==> src/rtl/orc_pkg.sv <==
// ----------------------------------------------------------------------------
// Oriented rectangle collision: shared package
// Constants, fixed-point widths and the control word that runs along the
// pipeline beside the axis lanes.
// ----------------------------------------------------------------------------
package orc_pkg;

	localparam int COORD_WIDTH_DEF = 24;
	localparam int ANGLE_WIDTH_DEF = 16;

	// Bits of the centre offset kept in the low part; the rest is the high part.
	localparam int LO_BITS = 20;
	// High-part width for the default coordinate width.
	localparam int HI_WIDTH_DEF = 6;

	// Sine and cosine are signed Q1.14 in a 16-bit word.
	localparam int TRIG_W = 16;

	localparam int NUM_AXES = 4;

	// Quarter-wave sine polynomial coefficients, Q30.
	localparam logic [30:0] POLY_A = 31'd1686629713;
	localparam logic [29:0] POLY_B = 30'd688904866;
	localparam logic [26:0] POLY_C = 27'd76016977;

	// Side information that travels alongside the lanes.
	typedef struct packed {
		logic want_proj;
		logic aligned;
		logic aligned_hit;
	} ctl_t;

endpackage

==> src/rtl/orc_trig.sv <==
// ----------------------------------------------------------------------------
// Pipelined sine unit
// Five-stage quarter-wave polynomial sine with quadrant folding; one
// angle per cycle while the stage enables allow, signed Q1.14 result.
// ----------------------------------------------------------------------------
module orc_trig import orc_pkg::*; #(
	parameter int ANGLE_WIDTH = ANGLE_WIDTH_DEF
) (
	input  logic                     clk,
	input  logic [4:0]               en,
	input  logic [ANGLE_WIDTH-1:0]   angle,
	output logic signed [TRIG_W-1:0] value
);

	localparam int Q = ANGLE_WIDTH - 2;

	logic [1:0]    quad;
	logic [Q-1:0]  frac;
	logic [Q:0]    frac_fold;
	logic [Q+15:0] frac_scaled;
	logic [15:0]   t;

	// Fold the angle into the first quarter and scale it to Q15.
	always_comb begin
		quad        = angle[ANGLE_WIDTH-1 -: 2];
		frac        = angle[Q-1:0];
		frac_fold   = quad[0] ? (((Q+1)'(1)) << Q) - {1'b0, frac} : {1'b0, frac};
		frac_scaled = {frac_fold, 15'd0} >> Q;
		t           = frac_scaled[15:0];
	end

	logic [15:0] t_s1, t_s2, t_s3;
	logic [30:0] t2_s1, t2_s2;
	logic        neg_s1, neg_s2, neg_s3, neg_s4;
	logic [56:0] p_s2;
	logic [60:0] q_s3;
	logic [46:0] r_s4;

	logic [29:0]              inner;
	logic [30:0]              inner2;
	logic [47:0]              r_rnd;
	logic signed [TRIG_W-1:0] mag;

	always_comb begin
		inner  = POLY_B - 30'(p_s2[56:30]);
		inner2 = POLY_A - q_s3[60:30];
		r_rnd  = 48'(r_s4) + (48'd1 << 30);
		mag    = signed'(r_rnd[46:31]);
	end

	always_ff @(posedge clk) begin
		if (en[0]) begin
			t_s1   <= t;
			t2_s1  <= 31'(32'(t) * 32'(t));
			neg_s1 <= quad[1];
		end
		if (en[1]) begin
			t_s2   <= t_s1;
			t2_s2  <= t2_s1;
			neg_s2 <= neg_s1;
			p_s2   <= 57'(t2_s1) * 57'(POLY_C);
		end
		if (en[2]) begin
			t_s3   <= t_s2;
			neg_s3 <= neg_s2;
			q_s3   <= 61'(t2_s2) * 61'(inner);
		end
		if (en[3]) begin
			neg_s4 <= neg_s3;
			r_s4   <= 47'(t_s3) * 47'(inner2);
		end
		if (en[4]) begin
			value <= neg_s4 ? -mag : mag;
		end
	end

endmodule

==> config.mk <==
export PLATFORM = sky130hd
export DESIGN_NAME = orc_trig
export DESIGN_NICKNAME = d
export VERILOG_FILES = /design/src/rtl/orc_pkg.sv /design/src/rtl/orc_trig.sv
export SDC_FILE = /design/constraint.sdc
export NUM_CORES = 2
export LEC_CHECK = 0
export BUFFER_PORTS_ARGS = -buffer_cell sky130_fd_sc_hd__buf_4
export CAP_MARGIN = 20
export CORE_ASPECT_RATIO = 0.9
export CORE_MARGIN = 2
export CORE_UTILIZATION = 27
export DETAILED_ROUTE_END_ITERATION = 12
export GPL_TIMING_DRIVEN = 0
export PLACE_DENSITY = 0.42
export SETUP_SLACK_MARGIN = 0.2
export SYNTH_ARGS = -nofsm -noshare
export SYNTH_HDL_FRONTEND = slang
export SYNTH_SLANG_ARGS = --single-unit
==> constraint.sdc <==
create_clock -name clk -period 8.2 [get_ports clk]
set_input_delay 1.64 -clock clk [delete_from_list [all_inputs] [get_ports clk]]
set_output_delay 1.64 -clock clk [all_outputs]
set_load 0.01 [all_outputs]
; ---- Word level (Yosys, flattened, before mapping)
; Cells that the tools add are included.
; Widths: inputs -> output; s select.
[word_totals]
output_inout_bits = 16
wordCells = 24
input_bits = 22
ff_bits = 283
[op_classes]
addsub = 5
multipliers = 4
muxes = 2
[op_table]
columns = cell, count
row1 = $mul 29x30->59, 1
row2 = $mul 29x27->55 const B, 1
row3 = $add 47x31->47 const B, 1
row4 = $mul 15x31->46, 1
row5 = $sub 31x31->31 const A, 1
row6 = $sub 30x27->30 const A, 1
row7 = $mul 15x15->29, 1
row8 = $mux 16, 1
row9 = $neg 16->16, 1
row10 = $mux 15, 1
row11 = $sub 15x14->15 const A, 1

; ---- Depth between registers and ports, before layout
[depth]
word_depth = 3
mapped_depth = 34
depth_no_buf = 34

; ---- Least setup slack after synthesis
; No wires, ideal clock.
[synth_path]
path_kind = register -> register
start = reg p_s2[31]
end = reg q_s3[42] (data pin)
n_path_buf = 2
path_stages_with_launch = 33
path_slack_ns = -0.646
required_time_ns = 7.940
arrival_ns = 8.586
setup_ns = 0.260
synth_period_minus_slack_ns = 8.846
path_cell_list = edfxtp_1 -> ha_1 -> o41a_1 -> o21a_1 -> o21ai_1 -> a21o_1 -> nor2_2 -> o21a_1 -> or2_1 -> clkbuf_1 -> clkbuf_1 -> and2_1 -> fa_1 -> fa_1 -> fa_1 -> inv_1 -> fa_1 -> inv_1 -> fa_1 -> fa_1 -> fa_1 -> inv_1 -> fa_1 -> inv_1 -> ha_1 -> nand4_1 -> nor4_1 -> nand4_1 -> o211a_1 -> o31a_1 -> o21ai_0 -> a21boi_0 -> xnor2_1
[synth_between]
elab_chain_cells = 2
[synth_rtl]
columns = item, line_no
row1 = "start, declared", orc_trig.sv:35  ; logic [56:0] p_s2;
row2 = "start signal, assigned", orc_trig.sv:61  ; p_s2 <= 57'(t2_s1) * 57'(POLY_C);
row3 = $sub 30x27->30, orc_trig.sv:45  ; inner = POLY_B - 30'(p_s2[56:30]);
row4 = $mul 29x30->59, orc_trig.sv:66  ; q_s3 <= 61'(t2_s2) * 61'(inner);
row5 = "end signal, assigned", orc_trig.sv:66
row6 = "end, declared", orc_trig.sv:36  ; logic [60:0] q_s3;
; Every way passes these cells.
; A chain may end at the register's enable or synchronous reset.

; ---- Final worst setup path
[layout_path]
start = reg p_s2[30]
end = reg q_s3[42] (data pin)
; The elaborated chain is that of the path after synthesis.

==> impl_results.md <==
* Run status: finished, violations left
* Failing checks: negative setup slack
* M2 GR Usage at 27.1%
* Drt pass-1 iters at 7
* Reg2Reg Depth at 35
* Ratio of final minimum period to clock period at 109%
* Vias per cell at 4.45
* Worst slack at placement at -3.44 ns
* DP Area at 0.0729 sq mm
* First-pass GRT wire length at 331 mm
* Fillcell total at 25,900
* CTS root buf: clkbuf_16
* WL final at 215 mm
* Number of synthesized register bits at 194
* Clk_lat worst skew at about 0.51 ns
* Largest net degree at the start of global routing at 71
* DRT iter0 DRCs at 2,663
* # DRC at 0
* CP max stage delay at about 0.6 ns
* Max-cap violation count at 0
* Gate Count Post-Synth at 6,996
* Minimum clock period at 8.97 ns
* Antenna viol nets, final at 0
* RSZ-0062 raised after global routing: yes
* Worst R2R Setup Slack at -0.77 ns
* Num CTS Buffers at 17
* Largest cells by area after synthesis: fa_1, ha_1, inv_1, edfxtp_1, and2_1
* Port bufs at 37
* WS Path Type: flop to flop
* Routability cong. at 0.891
* Kind of end point of the critical path: flop
* Ports at 38
* HP Start: t_s1[5]$_DFFE_PP_
* Chip width at around 530 um
* Wire per inst at around 20 um
* Critical Path AT at 9.24 ns
* GRT Util Overall at 17.3%
* Post-synthesis sequential area ratio at 8.65%
* EDFF count, synth at 194
* Clock slew at reported path FFs at 0.07 ns
* CP Max Fanout at 7
* RR Startpoint: p_s2[30]$_DFFE_PP_
* Detail Placement HPWL at 181 mm
* Post-route cell area at just under 0.08 sq mm
* Ys Warns at 0
* Critical Path RT at about 8.5 ns
* Setup WS post-layout at -0.774 ns
* Hold depth at 0
* Initial Util at 27.2%
* Layout Nets at about 9,700
* Gr busiest metal: met2
* Hold endpoint: t_s2[5]$_DFFE_PP_
* Via count at 47,800
* Vias in the first global route at approximately 52,000
* Final Hold Viols at 0
* Grt ovf at 0
* Distinct cells, synth at 87
* Final core occ at 32.1%
* Worst-margin pin slew at 1.16 ns
* Core area at 0.248 sq mm
* Worst hold path class: flop to flop
* Top cells by count, synth: inv_1, fa_1, nand2_1
* Top_reg_cell synth: edfxtp_1
* Slowest CP cell: fa_2
* Layout cell share with drive strength beyond 1 at 13.0%
* Slew HR at 22.9%
* CP most frequent cell: fa_1
* Max H-tree Level at 4
* Max Slew Vio Count at 0
* TNS Setup at -16.84 ns
* Fmax at 0.111 GHz
* Synth Area per Inst at ~9.6 sq um
* Die area at ~0.25 sq mm
* Area Growth Syn to Fin at 17.8%
* Die span in y at 478 um
* Post-synthesis cell area at 0.0674 sq mm
* CTS tree: built
* # rows at 173
* Async set-reset flop share out of synthesis at 0%
* Top-count cell post-synth: inv_1
* Max Clock Skew at 0.0162 ns
* Clk buf depth at 2
* Largest area contributor in the netlist: fa_1
* Share of the synthesized area in the top cell type at a little under half
* GR Util met1 at 25.9%
* CTS sink cnt at 194
* CP Launch Type: flop
* Initial antenna violation count at 9
* Reg2reg end: q_s3[42]$_DFFE_PP_
* Final setup fails at 41
* Met3 Usage GRT at 1.70%
[through the flow]
| stage | instances | hold WS, ns |
|---|---|---|
| floorplan | 7036 | 0.400 |
| global placement | 10400 | 0.401 |
| detailed placement | 10400 | 0.405 |
| CTS | 10700 | 0.422 |
| global route | 10700 | 0.428 |
| finish | 10700 | 0.419 |
[worst max-delay path by stage]
stage,startpoint,cells after the start,to
detailed placement,q_s3[31]$_DFFE_PP_,32,r_s4[46]$_DFFE_PP_
global placement,q_s3[31]$_DFFE_PP_,32,r_s4[46]$_DFFE_PP_
global route,p_s2[30]$_DFFE_PP_,36,q_s3[57]$_DFFE_PP_
floorplan,p_s2[30]$_DFFE_PP_,32,q_s3[42]$_DFFE_PP_
finish,p_s2[30]$_DFFE_PP_,35,q_s3[42]$_DFFE_PP_
CTS,p_s2[31]$_DFFE_PP_,33,q_s3[60]$_DFFE_PP_
[critical path, delay by kind of cell, from the launching register on]
family / cells / cell delay [ns]
adder cells (fa/ha/maj): 9 / 4.40
AO/OA/AOI/OAI: 8 / 1.55
XOR/XNOR: 2 / 0.33
buffers and inverters: 12 / 1.38
flip-flops: 1 / 0.44
AND/OR/NAND/NOR: 4 / 0.60
[cells by family after synthesis]
group | after synthesis | share of synthesized area [%]
multiplexers | 3 | 0.0446
adder cells (fa/ha/maj) | 2270 | 59.1
buffers and inverters | 2014 | 11.3
AND/OR/NAND/NOR | 1785 | 13.2
XOR/XNOR | 210 | 2.73
flip-flops | 194 | 8.65
AO/OA/AOI/OAI | 518 | 4.96
other | 2 | 0.0111
[flip-flops by register name (all words and copies together) (netlist names)]
register and count:
neg_s3 1, neg_s1 1, neg_s2 1, t_s2 14
t2_s2 28, q_s3 31, p_s2 27, value 16
t2_s1 28, neg_s4 1, t_s3 15, r_s4 17
t_s1 14
[metal layers]
layer / part of all wire, % / vias up
li1: - / 21800
met1: 49 / 24800
met2: 44 / 973
met3: 4.5 / 166
met4: 2.2 / 2
met5: 0.0060 / -
[timing repair]
item,in CTS,in global routing
gates cloned,1,0
buffers inserted,193,90
hold buffers,0,0
pin swaps,248,219
resized for setup,583,273
endpoints found under the setup margin,67,65
[placed cells by master (no fill, tap or decap), types with 16 or more instances in the layout]
master | netlist | routed
inv_1 | 1739 | 1694
nor2_1 | 162 | 141
clkbuf_8 | 0 | 19
a21oi_4 | 0 | 16
fa_2 | 0 | 73
ha_1 | 746 | 700
nand4_1 | 47 | 47
buf_8 | 0 | 34
edfxtp_1 | 194 | 194
nand2_1 | 750 | 729
nor2b_1 | 33 | 33
and3_1 | 36 | 33
and2_1 | 596 | 575
buf_12 | 0 | 16
o21ai_2 | 1 | 18
inv_2 | 4 | 45
o21a_1 | 25 | 23
clkbuf_1 | 249 | 168
and2_4 | 0 | 21
a21oi_1 | 158 | 112
and4_1 | 21 | 16
fa_1 | 1524 | 1451
conb_1 | 2 | 42
a21o_1 | 68 | 66
nor3_1 | 38 | 27
o21ai_0 | 109 | 67
xnor2_1 | 143 | 104
xor2_1 | 67 | 40
ha_4 | 0 | 41
buf_4 | 1 | 253
clkbuf_16 | 0 | 29
nand2b_1 | 25 | 24
buf_6 | 2 | 63
xnor2_2 | 0 | 25
a21oi_2 | 2 | 32
o21bai_1 | 20 | 17
nand3_1 | 37 | 30
[area by class of cell]
type,instances,area [sq um],share of cell area (%)
well taps,3325,4160,5.24
clock buffers,17,425,0.536
multi-input cells,4828,57200,72.0
flip-flops and latches,194,5830,7.34
diodes,4,10.0,0.0126
inverters,1749,6600,8.31
clock inverters,13,101,0.128
repair buffers,353,3390,4.28
plain buffers,264,1720,2.17
Power is left out: the tool's default activity adds up to more than one toggle a clock period on the data nets, which glitch-free logic cannot reach.
