===== src/rtl/orc_pkg.sv =====
// ----------------------------------------------------------------------------
// Oriented rectangle collision: shared package
// Constants, fixed-point widths and the control word that runs along the
// pipeline beside the axis lanes.
// ----------------------------------------------------------------------------
package orc_pkg;

	localparam int COORD_WIDTH_DEF = 24;
	localparam int ANGLE_WIDTH_DEF = 16;

	// Bits of the centre offset kept in the low part; the rest is the high part.
	localparam int LO_BITS = 20;
	// High-part width for the default coordinate width.
	localparam int HI_WIDTH_DEF = 6;

	// Sine and cosine are signed Q1.14 in a 16-bit word.
	localparam int TRIG_W = 16;

	localparam int NUM_AXES = 4;

	// Quarter-wave sine polynomial coefficients, Q30.
	localparam logic [30:0] POLY_A = 31'd1686629713;
	localparam logic [29:0] POLY_B = 30'd688904866;
	localparam logic [26:0] POLY_C = 27'd76016977;

	// Side information that travels alongside the lanes.
	typedef struct packed {
		logic want_proj;
		logic aligned;
		logic aligned_hit;
	} ctl_t;

endpackage


===== src/rtl/orc_merge.sv =====
// ----------------------------------------------------------------------------
// Lane merge
// Finds the first axis with a gap and, when projections are wanted,
// packs the overlap vectors of the axes before it into the result register.
// ----------------------------------------------------------------------------
module orc_merge import orc_pkg::*; #(
	parameter int COORD_WIDTH = COORD_WIDTH_DEF
) (
	input  logic                          clk,
	input  logic                          en,
	input  ctl_t                          ctl,
	input  logic [NUM_AXES-1:0]           gap,
	input  logic signed [COORD_WIDTH-1:0] vx [NUM_AXES],
	input  logic signed [COORD_WIDTH-1:0] vy [NUM_AXES],
	output logic                          hit,
	output logic [2:0]                    count,
	output logic signed [COORD_WIDTH-1:0] px [NUM_AXES],
	output logic signed [COORD_WIDTH-1:0] py [NUM_AXES]
);

	logic [2:0] first;
	logic       full_test;

	// Lowest lane that found a gap; NUM_AXES when none did.
	always_comb begin
		first = 3'(NUM_AXES);
		for (int i = NUM_AXES - 1; i >= 0; i--) begin
			if (gap[i]) begin
				first = 3'(i);
			end
		end
		full_test = !ctl.aligned;
	end

	always_ff @(posedge clk) begin
		if (en) begin
			hit   <= full_test ? (first == 3'(NUM_AXES)) : ctl.aligned_hit;
			count <= (full_test && ctl.want_proj) ? first : 3'd0;
			for (int k = 0; k < NUM_AXES; k++) begin
				if (full_test && ctl.want_proj && (3'(k) < first)) begin
					px[k] <= vx[k];
					py[k] <= vy[k];
				end else begin
					px[k] <= '0;
					py[k] <= '0;
				end
			end
		end
	end

endmodule

===== config.mk =====
export PLATFORM = sky130hd
export DESIGN_NAME = orc_merge
export DESIGN_NICKNAME = d
export VERILOG_FILES = /design/src/rtl/orc_pkg.sv /design/src/rtl/orc_merge.sv
export SDC_FILE = /design/constraint.sdc
export NUM_CORES = 1
export LEC_CHECK = 0
export ABC_AREA = 1
export BUFFER_PORTS_ARGS = -buffer_cell sky130_fd_sc_hd__buf_2
export CELL_PAD_IN_SITES_DETAIL_PLACEMENT = 1
export CELL_PAD_IN_SITES_GLOBAL_PLACEMENT = 1
export CORE_AREA = 3 3 153 155
export DETAILED_ROUTE_END_ITERATION = 8
export DIE_AREA = 0 0 156 158
export PLACE_DENSITY = 0.81
export SLEW_MARGIN = 5
export SYNTH_ARGS = -nofsm -noshare
export SYNTH_HDL_FRONTEND = slang
export SYNTH_SLANG_ARGS = --single-unit

===== constraint.sdc =====
create_clock -name clk -period 3.44 [get_ports clk]
set_clock_uncertainty 0.05 [all_clocks]
set_input_delay 0.688 -clock clk [delete_from_list [all_inputs] [get_ports clk]]
set_output_delay 0.688 -clock clk [all_outputs]
set_load 0.01 [all_outputs]

# After elaboration in Yosys (flattened, before gate mapping)
# Cells that the tools add are included.
# word_totals
regBits,196
latchBits,0
ram_bits,0
mem_bits_ro,0
in_bits,201
out_inout_bits,196
n_memories,0
# op_classes
add_sub_neg,0
multipliers,0
div_mod_pow,0
magnitude_cmp,4
n_eq_ne,1
shift,0
n_mux,5
n_bitwise,0
reduce_logical,6
# ops
operator,n
$mux 3,4
$lt 1x3->1 const A,2
$lt 2x3->1 const A,2
$logic_and 1x1->1,5
$eq 3x3->1 const B,1
$logic_not 1->1,1
$mux 1,1

# Depth between registers and ports, before layout
# Gate-level depths: netlist (run 1).
# logic_depth
word_depth,6
mapped_depth,6
mapped_depth_nobuf,4

# Worst setup path after synthesis (run 1)
# No wires, ideal clock.
# synth_path
path_type,input to register
from,input port ctl[2] (netlist bit)
to,register px[48] (netlist bit) (data pin)
t_arrival_ns,1.283
t_required_ns,3.134
setup_slack_ns,1.851
stages,6
path_buffers,2
path_cell_list,inv_1 -> nor2_2 -> nand2_1 -> buf_2 -> buf_2 -> nor2_1
# synth_via
elab_chain_cells,2
# synth_lines
element,line_no,text
from (decl),orc_merge.sv:11,"input ctl_t ctl,"
$logic_and 1x1->1 (2 in a row),orc_merge.sv:40,if (full_test && ctl.want_proj && (3'(k) < first)) begin
"to (signal, indexed assignment)",orc_merge.sv:41,px[k] <= vx[k];
to (decl),orc_merge.sv:17,"output logic signed [COORD_WIDTH-1:0] px [NUM_AXES],"
# Every way passes these cells.
# A chain may end at the register's enable or synchronous reset.

# Final worst setup path (run 1)
# layout_path
from,input port ctl[1] (netlist bit)
to,register px[83] (netlist bit) (data pin)
# layout_via
elab_chain_cells,3
# layout_lines
element,line_no,text
$logic_not 1->1,orc_merge.sv:32,full_test = !ctl.aligned;
$logic_and 1x1->1 (2 in a row),orc_merge.sv:40,
# Every way passes these cells.

==> qor.yml, run 1 <==
status: "complete, no violations"
cts_max_level: 4
first_iter_violations: 315
syn-cell-area_um2: 7500
synth_cell_types: 12
synth_cells: 617
yosysTopAreaCellShare_pct: 78.5
grt_pass1_wl_mm: 33.1
grt_pass1_vias: 5958
syn_to_final_growth_pct: 38.5
instances_no_fill: 1312
cp_slowest_cell: "nand2_2"
postPlaceCellArea_um2: 9830
drive_gt1_share_pct: 42.3
holdBufCountCts: 0
syn_avg_cell_area_um2: 12.2
crit_path_start_kind: "primary input"
die_y_um: 158
cp.arrival_ps: 2030
critical-path-top-delay-family: "simple AND/OR/NAND/NOR gates"
fp.dieW_um: 156
final_nets: 1220
viasPerCell: 4.23
synth_nets: 818
p_per_area_nw_per_um2: 499
clockBufferDepth: 2
cts_made_buffers: 17
grt_overflow: 0
ys_ff_latch: 196
grt_max_degree: 68
track_usage_pct: 17.8
max_stage_delay_ps: 620
crit_path_end_kind: "register"
antenna_found_initial: 0
synthTopCellsByArea: "edfxtp_1, inv_1, nor2_1, clkbuf_1, buf_2"
maxCapViolations: 0
max_slew_margin_pct: 30.8
place_inst: 1280
via_count: 5552
finalCritPeriodShare_pct: 54.1
crit_chain: "buf_2, nor2_2, nand2_2, nor2_1"
finalSetupViolCount: 0
period_needed_ps: 1860
worstPathRequired_ps: 3610
post_drt_wl_per_cell_um: 17.3
core_um2: 22000
crit_fanout: 49
clk_pin_slew_ps: 80
io_pins: 397
drv_slew: 0
finalSetupTns_ps: 0
ctsResizeCount: 0
hp-class: "primary input to register"
hold_ws_ps: 507
n_fill_cell: 2546
hpwl_mm: 17.5
antenna_cells: 0
ys_seq_area_share_pct: 78.5
core.rowCount: 54
fmax_ghz: 0.537
rsz0062_at_grt: "no"
dieArea_um2: 24600
cp.buffers_inverters: 1
cts_root_buf: "clkbuf_16"
ant_nets: 0
synth_largest_area_cell: "edfxtp_1"
cts_tree: "done"
totalWireLength_mm: 22.7
vdd_ir_drop_max_mv: 0.295
drc: 0
power_leakage_nw: 5.23
hold_violations: 0
initial_utilization_pct: 34.1
gp_congestion: 0.821
postCtsSetupBuffers: 0
critPathKind: "primary input to register"
cts_sinks: 196
tightestPinTransition_ps: 1030
dr.pass1.iters: 4
yosysWarnings: 0
final_cell_area_um2: 10400
numPortBuffers: 396
[through the flow]
stage / power (mW) / util [%] / setup WS [ps]
after floorplan: 3.01 / - / 1850
after global placement: 3.33 / 44.8 / 1280
after detailed placement: 3.36 / 44.8 / 1130
after CTS: 5.24 / 47.3 / 1560
after global routing: 5.40 / 47.3 / 1460
final: 5.18 / 47.3 / 1580
[final timing paths]
kind | startpoint | end | slack, ps | cells past startpoint
max | ctl[1] | px[83] | 1580 | 4
min | vx[0] | px[0] | 510 | 3
[synthesized netlist by cell type]
master and count:
a21oi_1 1, buf_2 7, buf_4 1, buf_6 1, clkbuf_1 11, edfxtp_1 196
inv_1 196, nand2_1 4, nand3_1 2, nand3b_1 1, nor2_1 195, nor2_2 2
[cell usage in the layout, fill, tap and decap left out, types with 2 or more instances in the layout]
cell	instances
buf_2	395
inv_1	196
edfxtp_1	196
nor2_1	195
clkbuf_16	17
buf_4	5
inv_8	4
clkinv_4	4
nand2_1	3
nor2_2	2
nand3_2	2
clkinvlp_4	2
clkbuf_1	2
inv_6	2
buf_12	2
[cell type report]
cell class                      instances  area [um2]  area share [%]
Timing Repair Buffer                  403        2070            19.9
Clock buffer                           19         433            4.17
Multi-Input combinational cell        205         795            7.65
Clock inverter                         13         116            1.12
Inverter                              196         736            7.09
Sequential cell                       196        5890            56.7
Tap cell                              280         350            3.37
[sequential cells by signal (all words and copies together), names as in the netlist]
| signal | flops |
|---|---|
| px | 96 |
| count | 3 |
| py | 96 |
| hit | 1 |
[report_power, final]
part | internal, mW | switching [mW] | total (mW)
clock network | 0.955 | 0.932 | 1.89
registers | 2.76 | 0.0376 | 2.80
logic | 0.201 | 0.289 | 0.491
total | 3.92 | 1.26 | 5.18
[metal layers]
| metal | share of wire [%] | up-vias | wire [um] | global-route usage (%) |
|---|---|---|---|---|
| met4 | 1.3 | 0 | 290 | 3.83 |
| met5 | 0 | - | 0 | 0 |
| met3 | 8.1 | 20 | 1850 | 6.29 |
| met1 | 37 | 2615 | 8320 | 19.5 |
| li1 | - | 2658 | - | - |
| met2 | 54 | 259 | 12300 | 33.1 |
[logic make-up after synthesis]
logic type | after synthesis | share of synthesized area [%]
DFF | 196 | 78.5
and+or+nand+nor | 204 | 10.4
AOI/OAI and AO/OA | 1 | 0.0667
buffers and inverters | 216 | 11.1
Note: power is estimated with default switching activity, not from simulation.
==> inputs of run 2 (changes only) <==
--- a/config.mk
+++ b/config.mk
@@ -9,10 +9,10 @@
 export BUFFER_PORTS_ARGS = -buffer_cell sky130_fd_sc_hd__buf_2
 export CELL_PAD_IN_SITES_DETAIL_PLACEMENT = 1
 export CELL_PAD_IN_SITES_GLOBAL_PLACEMENT = 1
-export CORE_AREA = 3 3 153 155
+export CORE_MARGIN = 3
+export CORE_UTILIZATION = 30
 export DETAILED_ROUTE_END_ITERATION = 8
-export DIE_AREA = 0 0 156 158
-export PLACE_DENSITY = 0.81
+export PLACE_DENSITY = 0.77
 export SLEW_MARGIN = 5
 export SYNTH_ARGS = -nofsm -noshare
 export SYNTH_HDL_FRONTEND = slang
==> constraint.sdc (replaced) <==
create_clock -name clk -period 1.63 [get_ports clk]
set_clock_uncertainty 0.05 [all_clocks]
set_input_delay 0.326 -clock clk [delete_from_list [all_inputs] [get_ports clk]]
set_output_delay 0.326 -clock clk [all_outputs]
set_load 0.01 [all_outputs]
==> run 2 against run 1 <==
Cell area grew 2.7%. Critical path depth shrank 3. Via count grew 2.6%. Die area grew 9.2%. First-iteration DRC count shrank 3.2%. Sequential power grew 110%. Count of clock-buffer cells in the layout shrank 1. Sequential share of layout area shrank 1.5 points. Highest routed layer is now met5.
==> qor.yml, run 2 (same netlist as run 1, synthesis figures left out) <==
hold_ws_ps: 138  # was 507 ps
drc: 0  # unchanged
clockBufferDepth: 2  # unchanged
track_usage_pct: 16.4  # was 17.8%
period_needed_ps: 1400
crit_fanout: 1  # was 49
fp.dieW_um: 164  # was 156 um
post_drt_wl_per_cell_um: 16.7  # was 17.3 um
crit_path_start_kind: "register"  # was primary input
max_stage_delay_ps: 430  # was 620 ps
status: "complete, no violations"  # unchanged
mostFrequentLayoutCells: "buf_2, inv_1, edfxtp_1, nor2_1, clkbuf_16"  # unchanged
gp_congestion: 0.786  # was 0.821
p_per_area_nw_per_um2: 1050  # was 499 nW/um2
cts_made_buffers: 17  # unchanged
hold_start: "vx[87]"  # was vx[0]
numPortBuffers: 396  # unchanged
cp_slowest_cell: "edfxtp_1"  # was nand2_2
die_y_um: 164  # was 158 um
cp.buffers_inverters: 1  # unchanged
hpwl_mm: 17.9  # was 17.5 mm
drv_slew: 0  # unchanged
postCtsSetupBuffers: 0  # unchanged
cp.arrival_ps: 1030  # was 2030 ps
maxCapViolations: 0  # unchanged
place_ws_ps: 88.3  # was 1130 ps
fin_util_pct: 43.6  # was 47.3%
fmax_ghz: 0.713
rsz0062_at_grt: "no"  # unchanged
viasPerCell: 4.16  # was 4.23
cts_max_level: 4  # unchanged
grt_pass1_vias: 6011  # was 5,958
power_leakage_nw: 5.35  # was 5.23 nW
grt_pass1_wl_mm: 33.2  # was 33.1 mm
first_iter_violations: 305  # was 315
cts_sinks: 196  # unchanged
holdBufCountCts: 0  # unchanged
crit_path_end_kind: "output pin"  # was register
critPathKind: "register to output pin"  # was primary input to register
reg_top3: "px x96, py x96, count x3"  # unchanged
whs_endpoint: "px[87]"  # was px[0]
cts_root_buf: "clkbuf_16"  # unchanged
core.rowCount: 57  # was 54
finalSetupTns_ps: 0  # unchanged
worst-path-stages: 1  # was 4
hp-class: "primary input to register"  # unchanged
tightestPinTransition_ps: 349  # was 1030 ps
io_pins: 397  # unchanged
syn_to_final_growth_pct: 42.2  # was 38.5%
cts_tree: "done"  # unchanged
dieArea_um2: 26900  # was 24,600 um2
via_count: 5696  # was 5,552
finalSetupViolCount: 0  # unchanged
grt_max_degree: 50  # was 68
clk_pin_slew_ps: 80  # about the same
hold_violations: 0  # unchanged
max_slew_margin_pct: 76.7  # was 30.8%
antenna_found_initial: 4  # was 0
mostFrequentLayoutCell: "buf_2"  # unchanged
finalCritPeriodShare_pct: 86.0
dr.pass1.iters: 4  # unchanged
crit_chain: "buf_2"  # was buf_2, nor2_2, nand2_2, nor2_1
setup_ws_ps: 228  # was 1580 ps
core_um2: 24500  # was 22,000 um2
initial_utilization_pct: 30.7  # was 34.1%
final_nets: 1231  # was 1,220
ant_nets: 0  # unchanged
min_path_cells: 3  # unchanged
drive_gt1_share_pct: 43.1  # was 42.3%
grt_overflow: 0  # unchanged
worstPathRequired_ps: 1250  # was 3610 ps
vdd_ir_drop_max_mv: 0.541  # was 0.295 mV
ctsResizeCount: 0  # unchanged
critical-path-top-delay-family: "flip-flops"  # was simple AND/OR/NAND/NOR gates
totalWireLength_mm: 22.9  # was 22.7 mm
## run 2: cell count changes in the layout (fill, tap and decap cells not counted), sizes merged
cell,change
buf,+11
diode,+3
clkbuf,-1
clkinvlp,-1
clkinv,+1
bufinv,+1
## run 2: per-layer routing
metal	routed length, um	up-vias	GRT usage [%]
li1	-	2689	-
met1	8620	2717	18.3
met2	12100	250	29.4
met3	1630	36	4.87
met4	512	4	6.38
met5	22	-	0
## run 2: where the power goes
part	internal (mW)	switching, mW	total, mW
sequential	5.83	0.0818	5.91
clock	2.19	2.06	4.26
combinational	0.454	0.622	1.08
## run 2: layout make-up
cell class | instances | area (um2)
fill | 2827 | 13800
sequential | 196 | 5890
timing repair buffer | 414 | 2240
clock inverter | 14 | 166
inverter | 196 | 736
tap | 324 | 405
antenna | 3 | 7.51
clock buffer | 18 | 429
multi-input combinational | 205 | 795
## run 2: worst max path at each step
stage | to | slack (ps) | start
final | count[0] | 230 | count[0]
after global routing | count[0] | 190 | count[0]
after detailed placement | px[56] | 90 | ctl[1]
after floorplan | px[48] | 400 | ctl[2]
after global placement | px[18] | 180 | gap[3]
after CTS | py[93] | 200 | py[93]
## run 2: through the flow
step,instances,instance area (um2),power (mW)
CTS,1367,10700,11.4
global placement,1335,10100,7.08
floorplan,617,7500,6.34
global route,1369,10700,11.7
finish,1370,10700,11.2
detailed placement,1335,10100,7.13
==> inputs of run 3 (changes only) <==
--- a/config.mk
+++ b/config.mk
@@ -12,8 +12,9 @@
 export CORE_MARGIN = 3
 export CORE_UTILIZATION = 30
 export DETAILED_ROUTE_END_ITERATION = 8
-export PLACE_DENSITY = 0.77
+export PLACE_DENSITY = 0.87
 export SLEW_MARGIN = 5
 export SYNTH_ARGS = -nofsm -noshare
 export SYNTH_HDL_FRONTEND = slang
 export SYNTH_SLANG_ARGS = --single-unit
+export TNS_END_PERCENT = 20
==> run 3 against run 2 <==
Combinational power barely moved. Sequential power about the same. Critical path depth is the same. Via count decreased by 1.1%. Clock power fell by 3%. Worst setup slack lost 5.9 ps. Non-clock buffer count fell by 3. Cell count fell by 0.36%.
==> qor.yml, run 3 (same netlist as run 1, synthesis figures left out) <==
status: "complete, no violations"  # unchanged
crit_fanout: 1  # unchanged
critPathKind: "register to output pin"  # unchanged
min_path_cells: 3  # unchanged
maxCapViolations: 0  # unchanged
first_iter_violations: 349  # was 305
clk_pin_slew_ps: 80  # about the same
setup_ws_ps: 222  # was 228 ps
crit_path_start_kind: "register"  # unchanged
grt_max_degree: 50  # unchanged
dieArea_um2: 26900  # unchanged
postCtsSetupBuffers: 0  # unchanged
ant_nets: 0  # unchanged
critical-path-top-delay-family: "flip-flops"  # unchanged
rsz0062_at_grt: "no"  # unchanged
grt_overflow: 0  # unchanged
period_needed_ps: 1410  # was 1400 ps
instances_no_fill: 1365  # was 1,370
clockBufferDepth: 2  # unchanged
hold_violations: 0  # unchanged
crit_chain: "buf_2"  # unchanged
vdd_ir_drop_max_mv: 0.568  # was 0.541 mV
mostFrequentLayoutCell: "buf_2"  # unchanged
post_drt_wl_per_cell_um: 16.6  # was 16.7 um
whs_endpoint: "py[42]"  # was px[87]
place_inst: 1332  # was 1,335
core.rowCount: 57  # unchanged
tightestPinTransition_ps: 289  # was 349 ps
finalSetupViolCount: 0  # unchanged
core_um2: 24500  # unchanged
ctsResizeCount: 0  # unchanged
max_slew_margin_pct: 80.7  # was 76.7%
max_stage_delay_ps: 440  # was 430 ps
track_usage_pct: 16.4  # about the same
worstPathRequired_ps: 1250  # about the same
holdBufCountCts: 0  # unchanged
cts_made_buffers: 17  # unchanged
cts_tree: "done"  # unchanged
cp_slowest_cell: "edfxtp_1"  # unchanged
finalSetupTns_ps: 0  # unchanged
die_y_um: 164  # unchanged
drive_gt1_share_pct: 42.8  # was 43.1%
cts_max_level: 4  # unchanged
place_ws_ps: 127  # was 88.3 ps
p_per_area_nw_per_um2: 1050  # about the same
grt_pass1_wl_mm: 33.0  # was 33.2 mm
drc: 0  # unchanged
finalCritPeriodShare_pct: 86.4  # was 86.0%
fp.dieW_um: 164  # unchanged
totalWireLength_mm: 22.7  # was 22.9 mm
hp-class: "primary input to register"  # unchanged
cp.arrival_ps: 1030  # about the same
mostFrequentLayoutCells: "buf_2, inv_1, edfxtp_1, nor2_1, clkbuf_16"  # unchanged
crit_path_end_kind: "output pin"  # unchanged
initial_utilization_pct: 30.7  # unchanged
viasPerCell: 4.13  # was 4.16
final_nets: 1228  # was 1,231
cp.buffers_inverters: 1  # unchanged
hold_start: "vy[42]"  # was vx[87]
cts_root_buf: "clkbuf_16"  # unchanged
fmax_ghz: 0.710  # was 0.713 GHz
cts_sinks: 196  # unchanged
hpwl_mm: 17.7  # was 17.9 mm
drv_slew: 0  # unchanged
gp_congestion: 0.868  # was 0.786
via_count: 5634  # was 5,696
dr.pass1.iters: 4  # unchanged
power_leakage_nw: 5.31  # was 5.35 nW
io_pins: 397  # unchanged
numPortBuffers: 396  # unchanged
syn_to_final_growth_pct: 41.0  # was 42.2%
grt_pass1_vias: 6116  # was 6,011
reg_top3: "px x96, py x96, count x3"  # unchanged
antenna_found_initial: 2  # was 4
run 3: cell types whose count changed in the layout (fill, tap and decap cells not counted), sizes merged:
cell	before	now
buf	413	410
clkinv	6	4
diode	3	2
inv	202	203
run 3: layer usage:
metal,up-vias,track usage (%),wire length [um]
met5,-,0,7
li1,2676,-,-
met1,2640,17.3,8180
met4,2,6.11,635
met2,273,29.9,11900
met3,43,5.85,1920
run 3: worst max path at each step:
stage          depth (start not counted)   start     end
2_1_floorplan                          6  ctl[2]  px[48]
3_3_place_gp                           5  ctl[1]  px[76]
3_5_place_dp                           5  ctl[1]  px[76]
4_1_cts                                1  py[11]  py[11]
5_1_grt                                1  py[11]  py[11]
6_report                               1  py[11]  py[11]
run 3: through the flow:
stage	hold WS (ps)	cell area, um2	total power [mW]	util, %
finish	146	10600	11.1	43.2
global route	128	10600	11.6	43.2
CTS	125	10600	11.2	43.2
detailed placement	579	10000	7.11	40.9
global placement	569	10000	7.06	40.9
floorplan	388	7500	6.34	-
run 3: final cells by class:
type	instances	area, um2
clock buffers	18	429
clock inverters	13	136
diodes	2	5.00
multi-input cells	205	795
flip-flops and latches	196	5890
inverters	196	736
repair buffers	411	2180
fillers	2790	13900
well taps	324	405
run 3: report_power, final:
| group | internal [mW] | switching (mW) |
|---|---|---|
| Clock | 2.16 | 1.98 |
| Combinational | 0.442 | 0.621 |
| Sequential | 5.83 | 0.0776 |
